--- src/sv/salsa_core_16bit_keystream_assert.svh ---
// assertion macros for the salsa-style keystream core
// no dependencies; included by the top level only
`ifndef SALSA_CORE_16BIT_KEYSTREAM_ASSERT_SVH
`define SALSA_CORE_16BIT_KEYSTREAM_ASSERT_SVH
`ifndef NO_ASSERTIONS
// same-cycle implication
`define SCK_ASSERT_IMP(lbl, clk, rst_n, ante, cons, msg) \
    lbl: assert property (@(posedge clk) disable iff (!rst_n) (ante) |-> (cons)) \
        else $error(msg);
// next-cycle implication
`define SCK_ASSERT_NXT(lbl, clk, rst_n, ante, cons, msg) \
    lbl: assert property (@(posedge clk) disable iff (!rst_n) (ante) |=> (cons)) \
        else $error(msg);
`else
`define SCK_ASSERT_IMP(lbl, clk, rst_n, ante, cons, msg)
`define SCK_ASSERT_NXT(lbl, clk, rst_n, ante, cons, msg)
`endif
`endif

--- src/sv/sck_pkg.sv ---
// types, constants and helper functions for the salsa-style keystream core
// no dependencies; imported by every module of the core
package sck_pkg;

    localparam int WORD_W     = 16;
    localparam int ROT_W      = 5;
    localparam int NUM_WORDS  = 16;
    localparam int KEY_WORDS  = 8;
    localparam int WORD_IDX_W = 4;
    localparam int KEY_IDX_W  = 3;
    localparam int STEP_W     = 2;
    localparam int NUM_LANES  = 4;
    localparam int CFG_IDX_W  = 3;
    localparam int CFG_DATA_W = 16;

    localparam int SCK_ROUND_COUNT = 20;

    typedef logic [WORD_W-1:0] t_word;
    typedef logic [ROT_W-1:0]  t_rot;

    localparam logic [KEY_IDX_W-1:0]  KEY_LAST  = KEY_IDX_W'(KEY_WORDS - 1);
    localparam logic [WORD_IDX_W-1:0] WORD_LAST = WORD_IDX_W'(NUM_WORDS - 1);
    localparam logic [STEP_W-1:0]     STEP_LAST = '1;

    // diagonal constants at positions 0, 5, 10, 15
    localparam t_word SIGMA [4] = '{16'h4554, 16'h4332, 16'h3032, 16'h3520};
    localparam t_rot  ROT_RESET [4] = '{5'd2, 5'd7, 5'd9, 5'd13};
    localparam t_word NONCE_RESET [4] = '{16'heaee, 16'h83a0, 16'hd9a6, 16'hb8f7};

    // quarter-round word groups: four columns, then four rows
    localparam logic [WORD_IDX_W-1:0] QR_IDX [8][4] = '{
        '{4'd0,  4'd4,  4'd8,  4'd12},
        '{4'd5,  4'd9,  4'd13, 4'd1},
        '{4'd10, 4'd14, 4'd2,  4'd6},
        '{4'd15, 4'd3,  4'd7,  4'd11},
        '{4'd0,  4'd1,  4'd2,  4'd3},
        '{4'd5,  4'd6,  4'd7,  4'd4},
        '{4'd10, 4'd11, 4'd8,  4'd9},
        '{4'd15, 4'd12, 4'd13, 4'd14}
    };

    typedef enum logic [CFG_IDX_W-1:0] {
        CFG_ROT_FIRST,
        CFG_ROT_SECOND,
        CFG_ROT_THIRD,
        CFG_ROT_FOURTH,
        CFG_NONCE0,
        CFG_NONCE1,
        CFG_NONCE2,
        CFG_NONCE3
    } t_cfg_idx;

    typedef enum logic [1:0] {
        ST_IDLE,
        ST_LOAD,
        ST_ROUND,
        ST_OUT
    } t_state;

    // controller to datapath commands
    typedef struct packed {
        logic                  key_we;
        logic [KEY_IDX_W-1:0]  key_idx;
        logic                  load;
        logic                  round_en;
        logic [STEP_W-1:0]     step;
        logic                  row_pass;
        logic                  out_en;
        logic [WORD_IDX_W-1:0] out_idx;
        logic                  out_last;
    } t_dp_cmd;

    // left rotate; zero and anything from sixteen up leave the word as is
    function automatic t_word rotl16(input t_word v, input t_rot amt);
        logic [2*WORD_W-1:0] dbl;
        dbl = {v, v} << amt[ROT_W-2:0];
        if (amt[ROT_W-1]) begin
            return v;
        end
        return dbl[2*WORD_W-1:WORD_W];
    endfunction

endpackage

--- src/sv/salsa_core_16bit_keystream.sv ---
// key items: one per cycle while o_busy is low; the eighth starts a block
// block: a load step, column and row passes of update steps, then sixteen output words; o_busy high throughout
// after the eighth item: ST_LOAD, the round passes, ST_OUT, then the output register holds the first word
// a new block's key items are taken only once o_busy falls; the four-lane update step sets the round time
// synchronous active-low reset: rotations and nonce to defaults, key count zero
// results come one per cycle on o_valid; the receiver cannot stall them
`include "salsa_core_16bit_keystream_assert.svh"

module salsa_core_16bit_keystream
    import sck_pkg::*;
#(
    parameter int ROUND_COUNT = SCK_ROUND_COUNT
) (
    input  logic                  i_clk,
    input  logic                  i_rst_n,
    // key item channel
    input  logic                  i_start,
    output logic                  o_busy,
    input  logic [WORD_W-1:0]     i_key_word,
    // configuration write port
    input  logic                  i_cfg_we,
    input  logic [CFG_IDX_W-1:0]  i_cfg_idx,
    input  logic [CFG_DATA_W-1:0] i_cfg_data,
    // keystream items, one cycle each
    output logic                  o_valid,
    output logic [WORD_W-1:0]     o_keystream_word,
    output logic                  o_last_word
);

    // command bundle from sequencer to datapath
    t_dp_cmd w_cmd;

    // sequencer: counts keys, steps column and row passes, walks output words
    sck_ctrl #(
        .ROUND_COUNT(ROUND_COUNT)
    ) u_ctrl (
        .i_clk   (i_clk),
        .i_rst_n (i_rst_n),
        .i_start (i_start),
        .o_busy  (o_busy),
        .o_cmd   (w_cmd)
    );

    // datapath: 16-word state, four add-rotate-xor lanes, output adder
    sck_dp u_dp (
        .i_clk            (i_clk),
        .i_rst_n          (i_rst_n),
        .i_cfg_we         (i_cfg_we),
        .i_cfg_idx        (i_cfg_idx),
        .i_cfg_data       (i_cfg_data),
        .i_key_word       (i_key_word),
        .i_cmd            (w_cmd),
        .o_valid          (o_valid),
        .o_keystream_word (o_keystream_word),
        .o_last_word      (o_last_word)
    );

    // last flag only rides on a valid word
    `SCK_ASSERT_IMP(a_last_has_valid, i_clk, i_rst_n, o_last_word, o_valid, "last without valid")
    // the sixteen words of a block come back to back
    `SCK_ASSERT_NXT(a_words_contiguous, i_clk, i_rst_n, o_valid && !o_last_word, o_valid, "gap in block")
    // every word but the last is shown while the block is still busy
    `SCK_ASSERT_IMP(a_valid_busy, i_clk, i_rst_n, o_valid && !o_last_word, o_busy, "word while idle")
    // a block only starts from an accepted key item
    `SCK_ASSERT_IMP(a_busy_from_start, i_clk, i_rst_n, $rose(o_busy), $past(i_start), "busy without item")

endmodule

--- src/sv/sck_ctrl.sv ---
// sequencer for the keystream core: key collection, rounds and output words
// depends on sck_pkg; drives sck_dp through a t_dp_cmd struct
module sck_ctrl
    import sck_pkg::*;
#(
    parameter int ROUND_COUNT = SCK_ROUND_COUNT
) (
    input  logic    i_clk,
    input  logic    i_rst_n,
    input  logic    i_start,
    output logic    o_busy,
    output t_dp_cmd o_cmd
);

    localparam int DOUBLES = (ROUND_COUNT + 1) / 2;
    localparam int DBL_W   = $clog2(DOUBLES + 1);
    localparam logic [DBL_W-1:0] DBL_LAST = DBL_W'(DOUBLES - 1);

    t_state                r_state, n_state;
    logic [KEY_IDX_W-1:0]  r_key_cnt, n_key_cnt;
    logic [STEP_W-1:0]     r_step, n_step;
    logic                  r_row, n_row;
    logic [DBL_W-1:0]      r_dbl, n_dbl;
    logic [WORD_IDX_W-1:0] r_out_idx, n_out_idx;

    always_ff @(posedge i_clk) begin
        if (!i_rst_n) begin
            r_state   <= ST_IDLE;
            r_key_cnt <= '0;
            r_step    <= '0;
            r_row     <= 1'b0;
            r_dbl     <= '0;
            r_out_idx <= '0;
        end else begin
            r_state   <= n_state;
            r_key_cnt <= n_key_cnt;
            r_step    <= n_step;
            r_row     <= n_row;
            r_dbl     <= n_dbl;
            r_out_idx <= n_out_idx;
        end
    end

    always_comb begin
        n_state   = r_state;
        n_key_cnt = r_key_cnt;
        n_step    = r_step;
        n_row     = r_row;
        n_dbl     = r_dbl;
        n_out_idx = r_out_idx;

        o_cmd          = '0;
        o_cmd.key_idx  = r_key_cnt;
        o_cmd.step     = r_step;
        o_cmd.row_pass = r_row;
        o_cmd.out_idx  = r_out_idx;
        o_cmd.out_last = (r_out_idx == WORD_LAST);

        case (r_state)
            ST_IDLE: begin
                if (i_start) begin
                    o_cmd.key_we = 1'b1;
                    n_key_cnt    = r_key_cnt + KEY_IDX_W'(1);
                    if (r_key_cnt == KEY_LAST) begin
                        n_state = ST_LOAD;
                    end
                end
            end
            ST_LOAD: begin
                o_cmd.load = 1'b1;
                n_step     = '0;
                n_row      = 1'b0;
                n_dbl      = '0;
                n_state    = ST_ROUND;
            end
            ST_ROUND: begin
                o_cmd.round_en = 1'b1;
                n_step         = r_step + STEP_W'(1);
                if (r_step == STEP_LAST) begin
                    n_row = ~r_row;
                    if (r_row) begin
                        if (r_dbl == DBL_LAST) begin
                            n_state   = ST_OUT;
                            n_out_idx = '0;
                        end else begin
                            n_dbl = r_dbl + DBL_W'(1);
                        end
                    end
                end
            end
            ST_OUT: begin
                o_cmd.out_en = 1'b1;
                n_out_idx    = r_out_idx + WORD_IDX_W'(1);
                if (r_out_idx == WORD_LAST) begin
                    n_state = ST_IDLE;
                end
            end
            default: begin
                n_state = ST_IDLE;
            end
        endcase
    end

    assign o_busy = (r_state != ST_IDLE);

endmodule

--- src/sv/sck_dp.sv ---
// datapath of the keystream core: config, key store, four quarter-round lanes
// depends on sck_pkg; commanded by sck_ctrl
module sck_dp
    import sck_pkg::*;
(
    input  logic                  i_clk,
    input  logic                  i_rst_n,
    input  logic                  i_cfg_we,
    input  logic [CFG_IDX_W-1:0]  i_cfg_idx,
    input  logic [CFG_DATA_W-1:0] i_cfg_data,
    input  t_word                 i_key_word,
    input  t_dp_cmd               i_cmd,
    output logic                  o_valid,
    output t_word                 o_keystream_word,
    output logic                  o_last_word
);

    t_rot  r_rot   [4];
    t_word r_nonce [4];
    t_word r_key   [KEY_WORDS];
    t_word r_work  [NUM_WORDS];
    t_word n_work  [NUM_WORDS];
    t_word w_start [NUM_WORDS];

    logic [WORD_IDX_W-1:0] w_src0 [NUM_LANES];
    logic [WORD_IDX_W-1:0] w_src1 [NUM_LANES];
    logic [WORD_IDX_W-1:0] w_tgt  [NUM_LANES];
    t_word                 w_sum  [NUM_LANES];

    t_word r_out_word;
    logic  r_out_valid;
    logic  r_out_last;

    // config registers
    always_ff @(posedge i_clk) begin
        if (!i_rst_n) begin
            for (int i = 0; i < 4; i++) begin
                r_rot[i]   <= ROT_RESET[i];
                r_nonce[i] <= NONCE_RESET[i];
            end
        end else if (i_cfg_we) begin
            case (t_cfg_idx'(i_cfg_idx))
                CFG_ROT_FIRST:  r_rot[0]   <= i_cfg_data[ROT_W-1:0];
                CFG_ROT_SECOND: r_rot[1]   <= i_cfg_data[ROT_W-1:0];
                CFG_ROT_THIRD:  r_rot[2]   <= i_cfg_data[ROT_W-1:0];
                CFG_ROT_FOURTH: r_rot[3]   <= i_cfg_data[ROT_W-1:0];
                CFG_NONCE0:     r_nonce[0] <= i_cfg_data[WORD_W-1:0];
                CFG_NONCE1:     r_nonce[1] <= i_cfg_data[WORD_W-1:0];
                CFG_NONCE2:     r_nonce[2] <= i_cfg_data[WORD_W-1:0];
                CFG_NONCE3:     r_nonce[3] <= i_cfg_data[WORD_W-1:0];
                default: begin
                end
            endcase
        end
    end

    always_ff @(posedge i_clk) begin
        if (i_cmd.key_we) begin
            r_key[i_cmd.key_idx] <= i_key_word;
        end
    end

    // starting layout
    always_comb begin
        w_start[0]  = SIGMA[0];
        w_start[5]  = SIGMA[1];
        w_start[10] = SIGMA[2];
        w_start[15] = SIGMA[3];
        for (int i = 0; i < 4; i++) begin
            w_start[1 + i]  = r_key[i];
            w_start[6 + i]  = r_nonce[i];
            w_start[11 + i] = r_key[4 + i];
        end
    end

    // one update step of all four quarter-rounds of a pass
    always_comb begin
        for (int l = 0; l < NUM_LANES; l++) begin
            w_src0[l] = QR_IDX[{i_cmd.row_pass, 2'(l)}][i_cmd.step];
            w_src1[l] = QR_IDX[{i_cmd.row_pass, 2'(l)}][i_cmd.step + STEP_W'(3)];
            w_tgt[l]  = QR_IDX[{i_cmd.row_pass, 2'(l)}][i_cmd.step + STEP_W'(1)];
            w_sum[l]  = r_work[w_src0[l]] + r_work[w_src1[l]];
        end
    end

    always_comb begin
        n_work = r_work;
        if (i_cmd.load) begin
            n_work = w_start;
        end else if (i_cmd.round_en) begin
            for (int l = 0; l < NUM_LANES; l++) begin
                n_work[w_tgt[l]] = r_work[w_tgt[l]] ^ rotl16(w_sum[l], r_rot[i_cmd.step]);
            end
        end
    end

    always_ff @(posedge i_clk) begin
        r_work <= n_work;
    end

    // feed-forward add into the output register
    always_ff @(posedge i_clk) begin
        if (i_cmd.out_en) begin
            r_out_word <= r_work[i_cmd.out_idx] + w_start[i_cmd.out_idx];
        end
    end

    always_ff @(posedge i_clk) begin
        if (!i_rst_n) begin
            r_out_valid <= 1'b0;
            r_out_last  <= 1'b0;
        end else begin
            r_out_valid <= i_cmd.out_en;
            r_out_last  <= i_cmd.out_en & i_cmd.out_last;
        end
    end

    assign o_valid          = r_out_valid;
    assign o_keystream_word = r_out_word;
    assign o_last_word      = r_out_last;

endmodule
--- config.mk ---
export PLATFORM = sky130hd
export DESIGN_NAME = salsa_core_16bit_keystream
export DESIGN_NICKNAME = d
export VERILOG_FILES = /design/src/sv/sck_pkg.sv /design/src/sv/salsa_core_16bit_keystream.sv /design/src/sv/sck_ctrl.sv /design/src/sv/sck_dp.sv
export VERILOG_INCLUDE_DIRS = /design/src /design/src/sv
export SDC_FILE = /design/constraint.sdc
export NUM_CORES = 2
export LEC_CHECK = 0
export BUFFER_PORTS_ARGS = -buffer_cell sky130_fd_sc_hd__buf_2
export CAP_MARGIN = 30
export CORE_ASPECT_RATIO = 2
export CORE_UTILIZATION = 50
export CTS_BUF_LIST = sky130_fd_sc_hd__clkbuf_8 sky130_fd_sc_hd__clkbuf_16
export DETAILED_ROUTE_END_ITERATION = 6
export PLACE_DENSITY = 0.79
export SLEW_MARGIN = 20
export SYNTH_ARGS = -nofsm -noshare
export SYNTH_HDL_FRONTEND = slang
export SYNTH_SLANG_ARGS = --single-unit
--- constraint.sdc ---
create_clock -name i_clk -period 6.5 [get_ports i_clk]
set_input_delay 0.975 -clock i_clk [delete_from_list [all_inputs] [get_ports i_clk]]
set_output_delay 0.975 -clock i_clk [all_outputs]
set_load 0.01 [all_outputs]
==> impl_metrics.json, run 1 <==
{
  "status": "aborted with a tool error",
  "haltStage": "5_1_grt",
  "error_line": "[ERROR GRT-0116] Global routing finished with congestion. Check the congestion regions in the DRC Viewer.",
  "yosysSeqAreaShare_pct": 32.5,
  "ys_ff_latch": 504,
  "io_pins": 58,
  "synthesis.yosys.warnings": 0,
  "synth_edf_count": 420,
  "grt_overflow": 4,
  "synth_top_family_by_area": "compound AO/OA/AOI/OAI gates",
  "grt_first_pass_wirelength_um": 380000,
  "netlist_instances": 4739,
  "synth_xor_area_share_pct": 3.40,
  "ys_async_sr_fraction_pct": 0,
  "cts_root_buffer": "clkbuf_16",
  "portBuffers": 57,
  "synth.avg_cell_area_um2": 9.29,
  "synth.top_cell.area_share_pct": 28.7,
  "die_x_um": 212,
  "dpl.cell_count": 6058,
  "gp_congestion": 1.18,
  "syn_nets": 4868,
  "synth-adder-area-share_pct": 2.64,
  "postCtsSetupBuffers": 0,
  "grt_max_degree": 134,
  "h-tree-depth": 2,
  "cts-buffers-inserted": 37,
  "synth.largest_area_cell": "edfxtp_1",
  "synth_cell_types": 110,
  "synth_area_leaders": "edfxtp_1 (29%), mux4_2 (9.3%), mux2i_1 (5.4%), nand2_1 (4.7%), dfxtp_1 (3.8%)",
  "synth_mux_area_share_pct": 16.6,
  "synth_compound_area_share_pct": 26.6,
  "track_usage_pct": 60.3,
  "cts_buffer_depth": 3,
  "start_util_pct": 50.5,
  "netlist_area_um2": 44000,
  "grt_pass1_vias": 49087,
  "yosys.area_share.simple_pct": 13.9,
  "dp_hpwl_um": 197000,
  "rows": 153,
  "cts.sinks": 504,
  "synth_flop_cell": "edfxtp_1",
  "die_h_um": 422,
  "cts_resized": 0,
  "cts-hold-fix-buffers": 0
}
## kinds of logic after synthesis
| logic type | count (synthesis) |
|---|---|
| mux | 492 |
| simple gates | 1351 |
| xor+xnor | 155 |
| fa+ha+maj | 90 |
| flops | 504 |
| compound gates | 1677 |
| buf+inv | 470 |
## through the flow
| stage | worst slack (ns) | hold WS [ns] | area, um2 |
|---|---|---|---|
| floorplan | 0.227 | 0.461 | 44000 |
| global placement | 0.100 | 0.491 | 48600 |
| detailed placement | 0.0406 | 0.515 | 48700 |
| CTS | 0.00189 | 0.526 | 50000 |
## cell usage after synthesis (all sizes together) (13+ instances only)
cell type / count
nand2: 550
edfxtp: 420
nor2: 330
a21oi: 318
o21ai: 308
clkbuf: 286
mux2i: 240
mux4: 182
o221ai: 177
o22ai: 137
buf: 129
a211oi: 110
xnor2: 93
ha: 85
dfxtp: 84
nand3: 83
and2: 78
a221oi: 73
mux2: 70
nor3: 69
o211ai: 63
xor2: 62
or3: 61
inv: 53
a21o: 51
a22oi: 51
nand2b: 47
a31oi: 45
nor2b: 40
o21a: 37
and3: 34
o22a: 30
o31ai: 29
a32oi: 23
a211o: 22
a21boi: 22
o311ai: 21
or2: 21
a22o: 19
a311oi: 15
o2111ai: 14
a221o: 13
a222oi: 13
## layer usage
metal	GRT overflow	GRT usage, %
met1	0	61.0
met2	1	87.0
met3	0	28.1
met4	3	64.8
met5	0	1.84
==> inputs of run 2 (changes only) <==
--- a/config.mk
+++ b/config.mk
@@ -8,11 +8,9 @@
 export LEC_CHECK = 0
 export BUFFER_PORTS_ARGS = -buffer_cell sky130_fd_sc_hd__buf_2
 export CAP_MARGIN = 30
-export CORE_ASPECT_RATIO = 2
-export CORE_UTILIZATION = 50
-export CTS_BUF_LIST = sky130_fd_sc_hd__clkbuf_8 sky130_fd_sc_hd__clkbuf_16
+export CORE_UTILIZATION = 35
 export DETAILED_ROUTE_END_ITERATION = 6
-export PLACE_DENSITY = 0.79
+export PLACE_DENSITY_LB_ADDON = 0.15
 export SLEW_MARGIN = 20
 export SYNTH_ARGS = -nofsm -noshare
 export SYNTH_HDL_FRONTEND = slang
==> constraint.sdc (replaced) <==
create_clock -name i_clk -period 8.5 [get_ports i_clk]
set_input_delay 1.275 -clock i_clk [delete_from_list [all_inputs] [get_ports i_clk]]
set_output_delay 1.275 -clock i_clk [all_outputs]
set_load 0.01 [all_outputs]
==> impl_metrics.json, run 2 <==
{
  "vias_per_cell": 7.10,
  "fin_crit_sh_pct": 89.0,
  "cts_tree": "built",
  "synth_compound_area_share_pct": 26.6,
  "grt_max_degree": 177,
  "final.min_clock_period_ns": 7.56,
  "die_x_um": 357,
  "crit_required_ns": 8.86,
  "gp_congestion": 1.06,
  "synth.top_cell.area_share_pct": 28.7,
  "critPathBufInv": 3,
  "cts_root_buffer": "clkbuf_16",
  "clk_pin_slew_worst_paths_ns": 0.06,
  "wl_per_cell_um": 39.1,
  "final_common_cell": "nand2_1",
  "relSlewSlack_pct": 20.2,
  "io_pins": 58,
  "synth.most_common_cell": "nand2_1",
  "reg2reg_slack_ns": 0.94,
  "pwr-share-clk_pct": 38.9,
  "ys_ff_latch": 504,
  "violations": "DRC",
  "setup-tns-final_ns": 0,
  "finalPower_mw": 7.17,
  "power_frac_seq_pct": 39.8,
  "crit_family": "compound AO/OA/AOI/OAI gates",
  "final_cell_mix": "nand2_1 (545), edfxtp_1 (420), nor2_1 (319)",
  "switching_share_pct": 32.5,
  "yosysSeqAreaShare_pct": 32.5,
  "cap_violations": 0,
  "cellPowerDensity_nw_per_um2": 145,
  "drt_iter0_drc": 7689,
  "syn_to_final_growth_pct": 11.9,
  "vdd_drop_max_mv": 0.144,
  "crit_chain": "buf_4 > nor2b_1 > buf_4 > buf_4 > a32oi_1 > o311ai_0 > o21ai_0 > ha_1 > o21a_1 > a211o_1 > a221o_1 > a21o_1 > xnor2_1 > a221oi_1 > o22ai_1 > a211o_1 > a31oi_1 > xnor2_1 > o221ai_1",
  "worst_setup_path_start_kind": "register",
  "tightest_slew_ns": 1.19,
  "cp-end-kind": "register",
  "dp_hpwl_um": 190000,
  "largestRegisters": "u_dp.r_work: 256 flops, u_dp.r_key: 128 flops, u_dp.r_nonce: 64 flops",
  "drc": 8,
  "synth.avg_cell_area_um2": 9.29,
  "rows": 129,
  "die-area_um2": 127000,
  "cts_resized": 0,
  "synth_area_leaders": "edfxtp_1 (29%), mux4_2 (9.3%), mux2i_1 (5.4%), nand2_1 (4.7%), dfxtp_1 (3.8%)",
  "first_pass_iters": 7,
  "synth.largest_area_cell": "edfxtp_1",
  "fillers": 12428,
  "finalSetupViolCount": 0,
  "crit_arrival_ns": 7.92,
  "synth-adder-area-share_pct": 2.64,
  "grt_first_pass_wirelength_um": 341000,
  "drv_slew": 0,
  "share_comb_of_total_power_pct": 21.3,
  "rsz0062_at_grt": "no",
  "criticalPathCategory": "register to register",
  "core-area_um2": 124000,
  "synth_cell_types": 110,
  "slowest_delay_ns": 0.91,
  "start_util_pct": 35.4,
  "drt-total-wl_um": 250000,
  "grt_overflow": 0,
  "cpMostUsedCell": "buf_4",
  "fin_skew_ns": 0.0843,
  "ys_async_sr_fraction_pct": 0,
  "synth_mux_area_share_pct": 16.6,
  "fin_nets": 4827,
  "syn_nets": 4868,
  "synth_edf_count": 420,
  "netlist_area_um2": 44000,
  "synth_flop_cell": "edfxtp_1",
  "finalHoldViolCount": 0,
  "hold_path_class": "register to register",
  "max_clock_freq_ghz": 0.132,
  "p_int_mw": 4.83,
  "cts.sinks": 504,
  "largest_register": "u_dp.r_work",
  "netlist_instances": 4739,
  "track_usage_pct": 38.1,
  "die_h_um": 357,
  "critPathMaxFanout": 41,
  "grt_pass1_vias": 40740,
  "critPathSlowestCell": "xnor2_1",
  "largest_reg_flops": 256,
  "drive_gt1_share_pct": 17.1,
  "cts-hold-fix-buffers": 0,
  "portBuffers": 57,
  "clock_latency_ns": 0.73,
  "leakagePower_nw": 16.7,
  "routed-via-count": 45382,
  "postCtsSetupBuffers": 0,
  "cts_buffer_depth": 3,
  "antenna_left": 0,
  "synth_top_family_by_area": "compound AO/OA/AOI/OAI gates",
  "synth_commonest_cells": "nand2_1 (549), edfxtp_1 (420), nor2_1 (329)",
  "synthesis.yosys.warnings": 0,
  "p_sw_mw": 2.33,
  "antenna_found_initial": 23,
  "h-tree-depth": 2,
  "cts-buffers-inserted": 58,
  "synth_xor_area_share_pct": 3.40,
  "status": "finished, violations left",
  "yosys.area_share.simple_pct": 13.9
}
run 2: worst paths after layout:
kind / startpoint / end / depth (start not counted)
worst max-delay path: u_ctrl.r_row / u_dp.r_work[216] / 19
worst min-delay path: u_ctrl.r_key_cnt[2] / u_ctrl.r_key_cnt[2] / 2
worst max register to register: u_ctrl.r_row / u_dp.r_work[216] / 19
worst min register to register: u_ctrl.r_key_cnt[2] / u_ctrl.r_key_cnt[2] / 2
run 2: through the flow:
step	worst slack [ns]	hold WS [ns]	utilization, %	cell area, um2	std cells
floorplan	2.23	0.461	-	44000	4739
global placement	1.40	0.493	37.7	46900	6254
detailed placement	1.31	0.503	37.9	47100	6271
CTS	1.28	0.512	39.6	49200	6381
global route	0.828	0.556	39.6	49200	6386
finish	0.936	0.510	39.6	49300	6393
run 2: power groups by stage:
stage,clock (mW),sequential [mW],combinational [mW]
after global routing,2.89,2.85,1.57
after global placement,0,2.89,1.44
after floorplan,0,2.84,0.801
after CTS,2.80,2.84,1.45
final,2.79,2.85,1.53
after detailed placement,0,2.89,1.44
run 2: layout make-up:
class / instances / area (um2) / area share [%]
multi-input cells: 3765 / 28200 / 57.2
flip-flops and latches: 504 / 14300 / 29.1
repair buffers: 314 / 2400 / 4.87
well taps: 1637 / 2050 / 4.16
clock buffers: 71 / 1540 / 3.13
clock inverters: 39 / 574 / 1.17
inverters: 55 / 209 / 0.424
diodes: 8 / 20.0 / 0.0406
run 2: tightest hold or removal path, cell delays in order, from the launching register on:
cell	delay (ns)
dfxtp_1	0.33
nand2_1	0.06
a21boi_0	0.06
run 2: cell families after synthesis:
family	Yosys count
buf+inv	470
xor+xnor	155
fa+ha+maj	90
compound gates	1677
simple gates	1351
mux	492
flops	504
run 2: metal layers:
layer | vias up | GRT usage, % | share of wire, % | routed length, um
met5 | - | 0.185 | 0.032 | 79
met4 | 12 | 20.6 | 6.4 | 15900
met3 | 643 | 14.0 | 15 | 36900
met2 | 3720 | 52.2 | 40 | 99300
met1 | 22423 | 51.5 | 39 | 98000
li1 | 18584 | - | - | -
Power figures use the tool's default switching activity.
